### src/rtl/core/wsdf_pkg.sv
// Shared types and constants for the WebSocket text frame deframer.
// No dependencies; imported by every module under rtl/core.
`timescale 1ns / 1ps

package wsdf_pkg;

  // Frame completion status carried with frame_done
  typedef enum logic [1:0] {
    ST_OK      = 2'd0,
    ST_LEN64   = 2'd1,
    ST_LONG    = 2'd2,
    ST_TIMEOUT = 2'd3
  } status_e;

  localparam logic [3:0] OPCODE_TEXT   = 4'h1;
  localparam logic [6:0] LEN7_EXT16    = 7'd126;
  localparam logic [6:0] LEN7_EXT64    = 7'd127;
  localparam logic [7:0] CHAR_FIRST    = 8'd32;
  localparam logic [7:0] CHAR_LAST     = 8'd126;
  localparam logic [7:0] CHAR_TAB      = 8'd9;
  localparam logic [7:0] CHAR_LF       = 8'd10;
  localparam logic [7:0] CHAR_CR       = 8'd13;
  localparam logic [6:0] CHAR_SPACE    = 7'd32;
  localparam logic [15:0] MAX_PAYLOAD_RST = 16'd512;

  // One received word as held in the input register
  typedef struct packed {
    logic [7:0] data_byte;
    logic       timed_out;
  } in_item_t;

  // One result word; emit marks that the step produced a result
  typedef struct packed {
    logic       emit;
    logic       char_valid;
    logic [6:0] char_value;
    logic       frame_done;
    status_e    status;
  } result_t;

endpackage

### src/rtl/core/wsdf_in_stage.sv
// Input register of the deframer: captures one received word per cycle when not stalled.
// Depends on wsdf_pkg for the in_item_t word type.
`timescale 1ns / 1ps

module wsdf_in_stage import wsdf_pkg::*; (
  input  logic     clk_i,
  input  logic     rst_ni,
  input  logic     in_valid_i,
  output logic     in_stall_o,
  input  in_item_t in_item_i,
  input  logic     advance_i,
  output logic     item_valid_o,
  output in_item_t item_o
);

  logic     valid_q;
  in_item_t item_q;

  // Hold while a word sits here and the parser cannot take it
  assign in_stall_o   = valid_q && !advance_i;
  assign item_valid_o = valid_q;
  assign item_o       = item_q;

  always_ff @(posedge clk_i or negedge rst_ni) begin
    if (!rst_ni) begin
      valid_q <= 1'b0;
    end else if (!in_stall_o) begin
      valid_q <= in_valid_i;
    end
  end

  always_ff @(posedge clk_i) begin
    if (in_valid_i && !in_stall_o) begin
      item_q <= in_item_i;
    end
  end

endmodule

### src/rtl/core/wsdf_parser.sv
// Frame header parser, unmasking and text filter for one word per cycle when not stalled.
// Depends on wsdf_pkg for word, result and status types.
`timescale 1ns / 1ps

module wsdf_parser import wsdf_pkg::*; #(
  parameter int LENGTH_BITS = 16
) (
  input  logic        clk_i,
  input  logic        rst_ni,
  input  logic        fire_i,
  input  in_item_t    item_i,
  input  logic [15:0] max_payload_i,
  output result_t     res_o
);

  localparam logic [2:0] PH_HDR0  = 3'd0;
  localparam logic [2:0] PH_HDR1  = 3'd1;
  localparam logic [2:0] PH_EXTHI = 3'd2;
  localparam logic [2:0] PH_EXTLO = 3'd3;
  localparam logic [2:0] PH_MASK  = 3'd4;
  localparam logic [2:0] PH_DATA  = 3'd5;

  localparam logic [16:0] LenCap = 17'((1 << LENGTH_BITS) - 1);

  logic [2:0]             phase_q, phase_d;
  logic [3:0]             opcode_q, opcode_d;
  logic                   masked_q, masked_d;
  logic [LENGTH_BITS-1:0] plen_q, plen_d;
  logic [LENGTH_BITS-1:0] bcnt_q, bcnt_d;
  logic [31:0]            key_q, key_d;
  logic [7:0]             ext_hi_q, ext_hi_d;

  always_comb begin
    logic [7:0]             b;
    logic [15:0]            len_in;
    logic                   do_len;
    logic [7:0]             kb;
    logic [7:0]             v;
    logic [LENGTH_BITS-1:0] bnext;
    logic                   keep;
    logic [6:0]             ch;
    phase_d  = phase_q;
    opcode_d = opcode_q;
    masked_d = masked_q;
    plen_d   = plen_q;
    bcnt_d   = bcnt_q;
    key_d    = key_q;
    ext_hi_d = ext_hi_q;
    res_o    = '0;
    b        = item_i.data_byte;
    len_in   = '0;
    do_len   = 1'b0;
    kb       = '0;
    v        = '0;
    bnext    = '0;
    keep     = 1'b0;
    ch       = '0;
    if (fire_i) begin
      if (item_i.timed_out) begin
        // Abort only a frame in progress; idle timeouts vanish
        if (phase_q inside {PH_HDR1, PH_EXTHI, PH_EXTLO, PH_MASK, PH_DATA}) begin
          phase_d          = PH_HDR0;
          res_o.emit       = 1'b1;
          res_o.frame_done = 1'b1;
          res_o.status     = ST_TIMEOUT;
        end
      end else begin
        case (phase_q)
          PH_HDR1: begin
            masked_d = b[7];
            key_d    = '0;
            plen_d   = '0;
            bcnt_d   = '0;
            if (b[6:0] == LEN7_EXT16) begin
              phase_d = PH_EXTHI;
            end else if (b[6:0] == LEN7_EXT64) begin
              phase_d          = PH_HDR0;
              res_o.emit       = 1'b1;
              res_o.frame_done = 1'b1;
              res_o.status     = ST_LEN64;
            end else begin
              len_in = {9'd0, b[6:0]};
              do_len = 1'b1;
            end
          end
          PH_EXTHI: begin
            ext_hi_d = b;
            phase_d  = PH_EXTLO;
          end
          PH_EXTLO: begin
            len_in = {ext_hi_q, b};
            do_len = 1'b1;
          end
          PH_MASK: begin
            key_d = {key_q[23:0], b};
            if (bcnt_q[1:0] == 2'd3) begin
              bcnt_d = '0;
              if (plen_q == '0) begin
                phase_d          = PH_HDR0;
                res_o.emit       = 1'b1;
                res_o.frame_done = 1'b1;
                res_o.status     = ST_OK;
              end else begin
                phase_d = PH_DATA;
              end
            end else begin
              bcnt_d = bcnt_q + 1'b1;
            end
          end
          PH_DATA: begin
            case (bcnt_q[1:0])
              2'd0:    kb = key_q[31:24];
              2'd1:    kb = key_q[23:16];
              2'd2:    kb = key_q[15:8];
              default: kb = key_q[7:0];
            endcase
            v      = b ^ kb;
            bnext  = bcnt_q + 1'b1;
            bcnt_d = bnext;
            if (opcode_q == OPCODE_TEXT) begin
              if (v >= CHAR_FIRST && v <= CHAR_LAST) begin
                keep = 1'b1;
                ch   = v[6:0];
              end else if (v == CHAR_LF || v == CHAR_CR || v == CHAR_TAB) begin
                keep = 1'b1;
                ch   = CHAR_SPACE;
              end
            end
            res_o.char_valid = keep;
            res_o.char_value = ch;
            if (bnext >= plen_q) begin
              phase_d          = PH_HDR0;
              res_o.emit       = 1'b1;
              res_o.frame_done = 1'b1;
              res_o.status     = ST_OK;
            end else begin
              res_o.emit = keep;
            end
          end
          default: begin
            // First header byte; unknown phases land here too
            opcode_d = b[3:0];
            phase_d  = PH_HDR1;
          end
        endcase

        if (do_len) begin
          if (len_in > max_payload_i || {1'b0, len_in} > LenCap) begin
            phase_d          = PH_HDR0;
            res_o.emit       = 1'b1;
            res_o.frame_done = 1'b1;
            res_o.status     = ST_LONG;
          end else begin
            plen_d = len_in[LENGTH_BITS-1:0];
            bcnt_d = '0;
            if (masked_d) begin
              phase_d = PH_MASK;
            end else if (len_in == '0) begin
              phase_d          = PH_HDR0;
              res_o.emit       = 1'b1;
              res_o.frame_done = 1'b1;
              res_o.status     = ST_OK;
            end else begin
              phase_d = PH_DATA;
            end
          end
        end
      end
    end
  end

  always_ff @(posedge clk_i or negedge rst_ni) begin
    if (!rst_ni) begin
      phase_q  <= PH_HDR0;
      opcode_q <= '0;
      masked_q <= 1'b0;
      plen_q   <= '0;
      bcnt_q   <= '0;
      key_q    <= '0;
      ext_hi_q <= '0;
    end else begin
      phase_q  <= phase_d;
      opcode_q <= opcode_d;
      masked_q <= masked_d;
      plen_q   <= plen_d;
      bcnt_q   <= bcnt_d;
      key_q    <= key_d;
      ext_hi_q <= ext_hi_d;
    end
  end

  a_phase_legal: assert property (@(posedge clk_i) disable iff (!rst_ni)
    phase_q <= PH_DATA)
    else $error("parser phase out of range");

  a_timeout_to_header: assert property (@(posedge clk_i) disable iff (!rst_ni)
    fire_i && item_i.timed_out |=> phase_q == PH_HDR0)
    else $error("timeout did not return parser to header phase");

  a_error_ends_frame: assert property (@(posedge clk_i) disable iff (!rst_ni)
    res_o.emit && res_o.status != ST_OK |-> res_o.frame_done && !res_o.char_valid)
    else $error("error status without frame end");

  a_mask_count: assert property (@(posedge clk_i) disable iff (!rst_ni)
    phase_q == PH_MASK |-> bcnt_q < LENGTH_BITS'(4))
    else $error("mask byte count overran key");

  a_no_silent_char: assert property (@(posedge clk_i) disable iff (!rst_ni)
    res_o.char_valid |-> res_o.emit && $past(phase_q) != PH_MASK || res_o.emit)
    else $error("kept character not emitted");

endmodule

### src/rtl/core/wsdf_out_stage.sv
// Result register of the deframer: holds one result word until taken.
// Depends on wsdf_pkg for the result_t word type.
`timescale 1ns / 1ps

module wsdf_out_stage import wsdf_pkg::*; (
  input  logic       clk_i,
  input  logic       rst_ni,
  input  logic       fire_i,
  input  result_t    res_i,
  output logic       advance_o,
  output logic       out_valid_o,
  input  logic       out_stall_i,
  output logic       char_valid_o,
  output logic [6:0] char_value_o,
  output logic       frame_done_o,
  output logic [1:0] status_o
);

  logic    valid_q;
  result_t res_q;

  // Advance whenever the held word is gone or leaves this cycle
  assign advance_o    = !valid_q || !out_stall_i;
  assign out_valid_o  = valid_q;
  assign char_valid_o = res_q.char_valid;
  assign char_value_o = res_q.char_value;
  assign frame_done_o = res_q.frame_done;
  assign status_o     = res_q.status;

  always_ff @(posedge clk_i or negedge rst_ni) begin
    if (!rst_ni) begin
      valid_q <= 1'b0;
    end else if (advance_o) begin
      valid_q <= fire_i && res_i.emit;
    end
  end

  always_ff @(posedge clk_i) begin
    if (advance_o && fire_i && res_i.emit) begin
      res_q <= res_i;
    end
  end

endmodule

### src/rtl/core/websocket_text_frame_deframer.sv
// WebSocket text frame deframer: takes one received byte per cycle when not stalled and
// returns the text characters of text frames plus one frame-end word per frame.
// Throughput is one byte per clock while the output is not stalled. An accepted byte
// is held in the input register, and the parser result for it is captured in the
// result register, which drives the outputs. Bytes that give no result (header bytes,
// dropped characters, payload of other opcodes) produce no output word. A stall on the
// output holds a full result register, and in_stall_o follows it in the same cycle once
// the input register is full too. max_payload is written through cfg_we_i / cfg_wdata_i;
// the user must write it only while the block is idle; the block does not enforce this.
// It resets to 512. Frames that fail report a nonzero status with frame_done, and the
// consumer must discard the text already received for that frame; the block cannot.
// Depends on wsdf_pkg, wsdf_in_stage, wsdf_parser and wsdf_out_stage.
`timescale 1ns / 1ps

module websocket_text_frame_deframer import wsdf_pkg::*; #(
  parameter int LENGTH_BITS = 16
) (
  input  logic        clk_i,
  input  logic        rst_ni,
  input  logic        cfg_we_i,
  input  logic [15:0] cfg_wdata_i,
  input  logic        in_valid_i,
  output logic        in_stall_o,
  input  logic [7:0]  data_byte_i,
  input  logic        timed_out_i,
  output logic        out_valid_o,
  input  logic        out_stall_i,
  output logic        char_valid_o,
  output logic [6:0]  char_value_o,
  output logic        frame_done_o,
  output logic [1:0]  status_o
);

  logic [15:0] max_payload_q;
  in_item_t    in_item;
  in_item_t    item;
  logic        item_valid;
  logic        advance;
  logic        fire;
  result_t     res;

  assign in_item.data_byte = data_byte_i;
  assign in_item.timed_out = timed_out_i;
  assign fire              = item_valid && advance;

  always_ff @(posedge clk_i or negedge rst_ni) begin
    if (!rst_ni) begin
      max_payload_q <= MAX_PAYLOAD_RST;
    end else if (cfg_we_i) begin
      max_payload_q <= cfg_wdata_i;
    end
  end

  wsdf_in_stage u_in_stage (
    .clk_i        (clk_i),
    .rst_ni       (rst_ni),
    .in_valid_i   (in_valid_i),
    .in_stall_o   (in_stall_o),
    .in_item_i    (in_item),
    .advance_i    (advance),
    .item_valid_o (item_valid),
    .item_o       (item)
  );

  wsdf_parser #(
    .LENGTH_BITS (LENGTH_BITS)
  ) u_parser (
    .clk_i         (clk_i),
    .rst_ni        (rst_ni),
    .fire_i        (fire),
    .item_i        (item),
    .max_payload_i (max_payload_q),
    .res_o         (res)
  );

  wsdf_out_stage u_out_stage (
    .clk_i        (clk_i),
    .rst_ni       (rst_ni),
    .fire_i       (fire),
    .res_i        (res),
    .advance_o    (advance),
    .out_valid_o  (out_valid_o),
    .out_stall_i  (out_stall_i),
    .char_valid_o (char_valid_o),
    .char_value_o (char_value_o),
    .frame_done_o (frame_done_o),
    .status_o     (status_o)
  );

endmodule

### config.mk
export PLATFORM = sky130hd
export DESIGN_NAME = websocket_text_frame_deframer
export DESIGN_NICKNAME = d
export VERILOG_FILES = /design/src/rtl/core/wsdf_pkg.sv /design/src/rtl/core/wsdf_in_stage.sv /design/src/rtl/core/wsdf_parser.sv /design/src/rtl/core/wsdf_out_stage.sv /design/src/rtl/core/websocket_text_frame_deframer.sv
export SDC_FILE = /design/constraint.sdc
export NUM_CORES = 1
export LEC_CHECK = 0
export CAP_MARGIN = 20
export CORE_MARGIN = 10
export CORE_UTILIZATION = 50
export CTS_CLUSTER_DIAMETER = 40
export DETAILED_ROUTE_END_ITERATION = 7
export DONT_BUFFER_PORTS = 1
export HOLD_SLACK_MARGIN = 0.03
export SLEW_MARGIN = 20
export SYNTH_ARGS = -nofsm -noshare
export SYNTH_HDL_FRONTEND = slang
export SYNTH_SLANG_ARGS = --single-unit
### constraint.sdc
create_clock -name clk_i -period 9.68 [get_ports clk_i]
set_input_delay 1.936 -clock clk_i [delete_from_list [all_inputs] [get_ports clk_i]]
set_output_delay 1.936 -clock clk_i [all_outputs]
set_load 0.02 [all_outputs]
## Word level (Yosys, flattened, before mapping)

Cells that the tools add are included.

- Add/subtract/negate cells: 1
- Magnitude comparators: 4
- Eq/ne operators: 19
- Mux-type cells: 70
- Bitwise operators: 6
- Reduce and logical (&&, ||, !) cells: 27

Operators with widths:

| kind | number |
|---|---|
| $mux W16 | 9 |
| $mux W3 | 22 |
| $pmux W32 S2 | 1 |
| $pmux W16 S3 | 1 |
| $mux W8 | 5 |
| $logic_not A16 Y1 | 2 |
| $pmux W16 S2 | 1 |
| $eq A8 B4 Y1 const B | 3 |
| $pmux W8 S3 | 1 |
| $mux W1 | 21 |
| $mux W7 | 3 |
| $add A16 B1 Y16 const B | 1 |
| $ge A16 B16 Y1 | 1 |
| $gt A16 B16 Y1 | 1 |
| $pmux W3 S5 | 1 |
| $eq A7 B7 Y1 const B | 2 |
| $mux W12 | 1 |
| $pmux W3 S3 | 1 |
| $reduce_and A3 Y1 | 3 |
| $ge A8 B6 Y1 const B | 1 |
| $le A8 B7 Y1 const B | 1 |
| $ne A4 B4 Y1 const B | 2 |
| $xor A8 B8 Y8 | 1 |
| $logic_and A1 B1 Y1 | 7 |
| 23 further kinds | 35 |

- Bits in registers: 118
- Bits of input ports: 30
- Word-level logic and storage cells: 143

## Logic depth before layout (Yosys ltp)

Gate-level depths: netlist of run 1.

- Depth after elaboration: 21
- Mapped depth: 15

## Cells and area by module

From an unflattened synthesis of run 1, not the netlist that was laid out.

- Cells, all modules: 603
- Area, all modules: 6488.7 sq um

By module, submodules not included:

| module | instances | cells each | area each (sq um) | seq. area each (sq um) |
|---|---|---|---|---|
| wsdf_parser | 1 | 538 | 5132.4 | 2001.9 |
| websocket_text_frame_deframer | 1 | 35 | 656.9 | 401.6 |
| wsdf_out_stage | 1 | 16 | 371.6 | 355.3 |
| wsdf_in_stage | 1 | 14 | 327.8 | 295.3 |

## Least setup slack after synthesis of run 1

OpenSTA, ideal clock, no wires.

- Path type: input -> output
- Start point: in out_stall_i
- End point: out in_stall_o
- Data arrival time: 2175 ps
- Setup slack: 5569 ps
- Stages on the path: 2
- Buffers on the path: 0
- Cell sequence: nand3_1 -> inv_1

- Longest elaborated chain between the ends: 4

Ends and longest elaborated chain:

| element | line | RTL |
|---|---|---|
| start: declaration | websocket_text_frame_deframer.sv:27 | `input logic out_stall_i,` |
| $logic_not A1 Y1 | wsdf_out_stage.sv:23 | `assign advance_o = !valid_q \|\| !out_stall_i;` |
| $logic_or A1 B1 Y1 | wsdf_out_stage.sv:23 |  |
| $logic_not A1 Y1 | wsdf_in_stage.sv:20 | `assign in_stall_o = valid_q && !advance_i;` |
| $logic_and A1 B1 Y1 | wsdf_in_stage.sv:20 |  |
| end: declaration | websocket_text_frame_deframer.sv:23 | `output logic in_stall_o,` |

Every way passes these cells.

## Worst setup path after layout of run 1

- Start point: reg u_parser.phase_q[0]
- End point: reg u_out_stage.res_q (netlist bit u_out_stage.char_value_o[3]), enable pin

- Longest elaborated chain between the ends: 12
- Elaborated cells between the ends (all ways): 26

Ends and longest elaborated chain:

| element | line | RTL |
|---|---|---|
| start: declaration | wsdf_parser.sv:25 | `logic [2:0] phase_q, phase_d;` |
| start signal: assignment | wsdf_parser.sv:182 | `phase_q <= phase_d;` |
| parallel branches: the longest is 9 deep, another holds $gt A16 B16 Y1 | n/a |  |
| $mux W1 * | wsdf_parser.sv:59 | `if (item_i.timed_out) begin` |
| $mux W12 * | wsdf_parser.sv:58 | `if (fire_i) begin` |
| $logic_and A1 B1 Y1 * | wsdf_out_stage.sv:39 | `if (advance_o && fire_i && res_i.emit) begin` |
| end signal: assignment | wsdf_out_stage.sv:40 | `res_q <= res_i;` |
| end: declaration | wsdf_out_stage.sv:20 | `result_t res_q;` |

Mark *: on every way between the ends. The select of a mux whose other input is x is not followed.
A chain may end at the register's enable or synchronous reset.

==> results of run 1 <==
[sequential cells by signal, indices dropped and copies added, names as in the netlist]
name	count
u_out_stage.out_valid_o	1
u_parser.masked_q	1
u_out_stage.frame_done_o	1
u_out_stage.status_o	2
u_in_stage.item_valid_o	1
u_parser.ext_hi_q	8
u_in_stage.item_o	9
max_payload_q	16
u_parser.bcnt_q	16
u_parser.phase_q	3
u_out_stage.char_value_o	7
u_out_stage.char_valid_o	1
u_parser.opcode_q	4
u_parser.key_q	32
u_parser.plen_q	16
[where the power goes]
group	switching, uW	internal, uW
Sequential	116	604
Clock	230	422
Combinational	188	145
Total	534	1170
[stage by stage]
| step | total power, uW | setup WS [ns] | hold slack [ns] | std cells |
|---|---|---|---|---|
| final | 1710 | 5.42 | 0.500 | 786 |
| after global routing | 1800 | 5.21 | 0.521 | 786 |
| after CTS | 1710 | 5.50 | 0.503 | 786 |
| after detailed placement | 1050 | 5.46 | 0.489 | 754 |
| after global placement | 1050 | 5.54 | 0.483 | 754 |
| after floorplan | 964 | 5.57 | 0.466 | 612 |
[how the worst max path moves through the flow]
stage / start / end / slack, ns / cells after the start
after global placement: out_stall_i / in_stall_o / 5.54 / 2
after floorplan: out_stall_i / in_stall_o / 5.57 / 2
final: u_parser.phase_q[0] / u_out_stage.char_value_o[3] / 5.42 / 10
after CTS: u_parser.phase_q[0] / u_out_stage.char_value_o[0] / 5.50 / 10
after detailed placement: out_stall_i / u_out_stage.char_value_o[6] / 5.46 / 7
after global routing: u_parser.phase_q[0] / u_out_stage.char_value_o[6] / 5.21 / 10
[logic make-up after synthesis]
kind of cell               Yosys count  share of synthesized area [%]
AOI/OAI and AO/OA                  160                           18.2
DFF                                118                           47.9
and+or+nand+nor                    189                           16.1
adders and majority gates           37                           7.26
buffers and inverters               72                           5.02
xor gates and xnor gates            21                           2.89
muxes                               15                           2.63
[cells in the final DEF (no fill, tap or decap), types with 12 or more instances in the layout]
cell type and n:
nand3_1 19, and3_1 23, inv_1 39, clkbuf_16 19, nand2_1 44, a22o_1 52, nor2b_1 12, edfxtp_1 20
nor2_1 39, ha_1 37, xnor2_1 16, o21ai_0 31, a21oi_1 34, mux2_2 14, dfrtp_1 97
[final cells by class]
type | count | area [um^2] | area share, %
Sequential cell | 118 | 3050 | 43.2
Clock inverter | 10 | 116 | 1.65
Timing Repair Buffer | 2 | 15.0 | 0.213
Clock buffer | 22 | 507 | 7.17
Multi-Input combinational cell | 422 | 3010 | 42.6
Inverter | 40 | 150 | 2.13
Tap cell | 172 | 215 | 3.05
[routing by layer]
| layer | up-vias | global-route usage, % | part of all wire [%] |
|---|---|---|---|
| li1 | 2224 | - | - |
| met4 | 0 | 8.13 | 2.3 |
| met2 | 133 | 27.5 | 47 |
| met5 | - | 0 | 0 |
| met1 | 2355 | 23.3 | 45 |
| met3 | 27 | 4.50 | 5.8 |
==> results_dict.tcl, run 1 <==
set metrics [dict create \
    clock.fmax_mhz 235 \
    critPathSlowestCell "nor2b_1" \
    vias_per_cell 6.03 \
    tightest_slew_ns 1.06 \
    cap_violations 0 \
    path_buf_inv 0 \
    ys_seq_elements 118 \
    period_share_pct 44.0 \
    rrSetupSlack_ns 5.42 \
    outcome "finished, final reports clean" \
    synth_area_per_cell_um2 10.4 \
    die_area_um2 17700 \
    slew_viol_final 0 \
    drcViolationCount 0 \
    reg2reg_to "u_out_stage.char_value_o[3]" \
    cts-buffers-inserted 17 \
    grt.overflow.total 0 \
    fin_area_um2 7060 \
    wirelength_um 15100 \
    ys_seq_area_share_pct 47.9 \
    n_antenna_cell 0 \
    required_ns 9.75 \
    drive_above_1_share_pct 11.1 \
    drt_iter0_drc 430 \
    core_area_um2 12600 \
    r2r_start "u_parser.phase_q[0]" \
    clock_path_buffers 2 \
    worst_ep_arrival_time_ns 4.33 \
    antenna_found_initial 0 \
    hp-start "u_parser.key_q[30]" \
    port_buffers 0 \
    postCtsSetupRepairBufs 0 \
    cp_top_family "simple AND/OR/NAND/NOR gates" \
    power_density_nw_per_um2 241 \
    placed_cell_area_um2 6440 \
    synth_edf_count 20 \
    ctsHoldBuffers 0 \
    dr.pass1.iters 8 \
    cts.clk_slew.worst_paths_ns 0.06 \
    avgRoutedWirePerCell_um 19.3 \
    setup_tns_ns 0 \
    dp_hpwl_um 10500 \
    syn_nets 679 \
    slowest_delay_ns 0.90 \
    relSlewSlack_pct 29.4 \
    fin_crit_ns 4.26 \
    start_kind "flop" \
    ir_drop_v 0.000156 \
    syn2layout_area_growth_pct 10.8 \
    fin_util_pct 56.2 \
    die_h_um 133 \
    num_vias 4739 \
    cts.sinks 118 \
    synthArstFlopShare_pct 83.1 \
    yosysMostFrequentCell "dfrtp_1" \
    start_util_pct 50.7 \
    grt_pass1_vias 4785 \
    ys_types 66 \
    ys.flop_type "dfrtp_1" \
    yosys.area.top_type "dfrtp_1" \
    cellLeakagePower_uw 0.00318 \
    cts_tree "done" \
    nets 668 \
    cts-resized-gates 0 \
    setup_violations 0 \
    netlist_area_um2 6370 \
    yosys-top-cells-area "dfrtp_1 38%, edfxtp_1 9.4%, ha_1 7.3%" \
    grt_max_degree 99 \
    row_count 41 \
    min_to "u_parser.key_q[30]" \
    cp-end-kind "flop" \
    num_io_pins 43 \
    cp_cell_sequence "nor2b_1 > and3_1 > ha_1 > nand4_2 > or3_4 > a311o_1 > a31oi_4 > a21oi_1 > a21o_1 > nand3_1" \
    hold_viol 0 \
    htree_levels 4 \
    cp_max_fo 18 \
    fillerInstances 1112 \
    synth_commonest_cells "97 x dfrtp_1, 52 x a22o_1, 44 x nand2_1" \
    syn_inst 612 \
    yosysWarnings 0 \
    hold_depth 1 \
    cts_root_buffer "clkbuf_16" \
    grt_pass1_wl_um 25400 \
    antenna_left 0 \
    rsz0062_at_grt "no" \
    yosysTopAreaCellShare_pct 38.1 \
    clock_skew_ns 0.00600 \
    die_w_um 133 \
    gp_congestion 0.848 \
    hp-class "reg -> reg" \
    grt_util_all_layers_pct 17.9 \
    criticalPathCategory "reg -> reg" \
    clkLatencyLatePin_ns 0.43 \
    r2r_cells 10 \
]
Power figures use the tool's default switching activity.
==> run 2, diff against run 1 <==
==> constraint.sdc (replaced) <==
create_clock -name clk_i -period 4.3 [get_ports clk_i]
set_input_delay 0.86 -clock clk_i [delete_from_list [all_inputs] [get_ports clk_i]]
set_output_delay 0.86 -clock clk_i [all_outputs]
set_load 0.02 [all_outputs]
==> run 2 against run 1 <==
Against the previous run: final cell count rose by 1.8%; critical path depth increased by 1; clock power increased by 110%.
==> results_dict.tcl, run 2 (synthesized netlist as in run 1, its figures left out) <==
set metrics [dict create \
    path_buf_inv 0 \
    nets 683 \
    clkLatencyLatePin_ns 0.42 \
    drive_above_1_share_pct 12.6 \
    top_layer_used "met4" \
    layout_common_cells "97 x dfrtp_1, 52 x a22o_1, 44 x nand2_1" \
    drcViolationCount 0 \
    grt_max_degree 99 \
    antenna_found_initial 0 \
    row_count 41 \
    die_w_um 133 \
    start_util_pct 50.7 \
    max_flop_register "u_parser.key_q" \
    met3WireLength_um 695 \
    cp_max_fo 11 \
    cts.clk_slew.worst_paths_ns 0.05 \
    wirelength_um 15500 \
    htree_levels 4 \
    grt_pass1_vias 4779 \
    postCtsSetupRepairBufs 0 \
    critPathSlowestCell "edfxtp_1" \
    core_area_um2 12600 \
    crit_top_cell "nand4_1" \
    grt.overflow.total 0 \
    worstSetupStartpoint "u_in_stage.item_o[7]" \
    cp-end-kind "flop" \
    placed_cell_area_um2 6550 \
    setup_violations 0 \
    grt_util_all_layers_pct 18.0 \
    relSlewSlack_pct 35.3 \
    drt_iter0_drc 360 \
    period_share_pct 90.7 \
    dp_slack_ns 0.425 \
    antenna_left 0 \
    grt_pass1_wl_um 25500 \
    cts-buffers-inserted 17 \
    slowest_delay_ns 0.54 \
    avgRoutedWirePerCell_um 19.3 \
    die_h_um 133 \
    clock.fmax_mhz 256 \
    dp_hpwl_um 10600 \
    port_buffers 0 \
    wl_met1_um 7060 \
    clock_path_buffers 2 \
    clock_skew_ns 0.00826 \
    outcome "finished, final reports clean" \
    tightest_slew_ns 0.963 \
    num_vias 4768 \
    ir_drop_v 0.000276 \
    fin_crit_ns 3.90 \
    n_antenna_cell 0 \
    syn2layout_area_growth_pct 11.5 \
    layout_commonest_cell "dfrtp_1" \
    rsz0062_at_grt "no" \
    ctsHoldBuffers 0 \
    fin_area_um2 7110 \
    r2r_start "u_in_stage.item_o[7]" \
    gp_congestion 0.807 \
    num_io_pins 43 \
    wl_met2_um 7390 \
    required_ns 4.35 \
    worst_ep_arrival_time_ns 3.95 \
    largest_register_ffs 32 \
    cp_cell_sequence "nand4_1 > or3_1 > and3_1 > ha_1 > nand4_1 > o21bai_1 > a311o_1 > a31oi_4 > a21oi_1 > a21o_1 > nand3_1" \
    hp-class "in -> async" \
    setup_tns_ns 0 \
    multi_input_area_um2 3010 \
    start_kind "flop" \
    fin_util_pct 56.6 \
    vias_per_cell 5.96 \
    setup_ws_ns 0.398 \
    criticalPathCategory "reg -> reg" \
    cts-resized-gates 0 \
    fillerInstances 1104 \
    cts_tree "done" \
    cts.sinks 118 \
    dr.pass1.iters 5 \
    cap_violations 0 \
    cellLeakagePower_uw 0.00323 \
    cp_top_family "simple AND/OR/NAND/NOR gates" \
    die_area_um2 17700 \
    cts_root_buffer "clkbuf_16" \
    slew_viol_final 0 \
    seq_area_um2 3050 \
    hold_viol 0 \
    power_density_nw_per_um2 527 \
]
==> run 2: cell count changes in the layout (fill, tap and decap cells not counted), sizes merged <==
cell | before | now
buf | 2 | 17
clkinvlp | 2 | 1
inv | 40 | 41
clkinv | 6 | 5
==> run 2: power breakdown <==
part,switching [uW],internal (uW),total (uW)
combinational,469,349,818
sequential,216,1360,1580
clock,491,860,1350
==> run 2: worst paths after layout <==
path / end / slack (ns) / cells past startpoint
max in group asynchronous: max_payload_q[9] / 3.95 / 0
min reg2reg: u_parser.opcode_q[2] / 0.50 / 1
max reg2reg: u_out_stage.frame_done_o / 0.40 / 11
min in group clk_i: u_parser.opcode_q[2] / 0.50 / 1
max: u_out_stage.frame_done_o / 0.40 / 11
min: max_payload_q[4] / 0.14 / 0
==> run 2: per-layer routing <==
layer	vias to the layer above	global-route usage [%]
met2	119	28.8
li1	2248	-
met4	0	7.15
met3	25	4.39
met1	2376	22.9
met5	-	0
==> run 2: final cells by class <==
cell class | count | share of cell area [%]
Inverter | 40 | 2.11
Sequential cell | 118 | 43.0
Multi-Input combinational cell | 422 | 42.3
Clock inverter | 9 | 1.44
Timing Repair Buffer | 17 | 1.79
Clock buffer | 22 | 6.39
Tap cell | 172 | 3.03
==> run 2: worst register-to-register path, delay by kind of cell (launching register included) <==
family	cells	cell delay (ns)
AOI/OAI and AO/OA	5	1.17
DFF	1	0.54
and+or+nand+nor	5	1.52
adders and majority gates	1	0.30
==> run 2: metrics by stage <==
step | std cells | power (uW) | hold slack, ns
floorplan | 612 | 2170 | 0.466
global placement | 769 | 2380 | 0.481
detailed placement | 769 | 2400 | 0.484
CTS | 800 | 3760 | 0.124
global route | 800 | 3950 | 0.120
finish | 800 | 3750 | 0.135
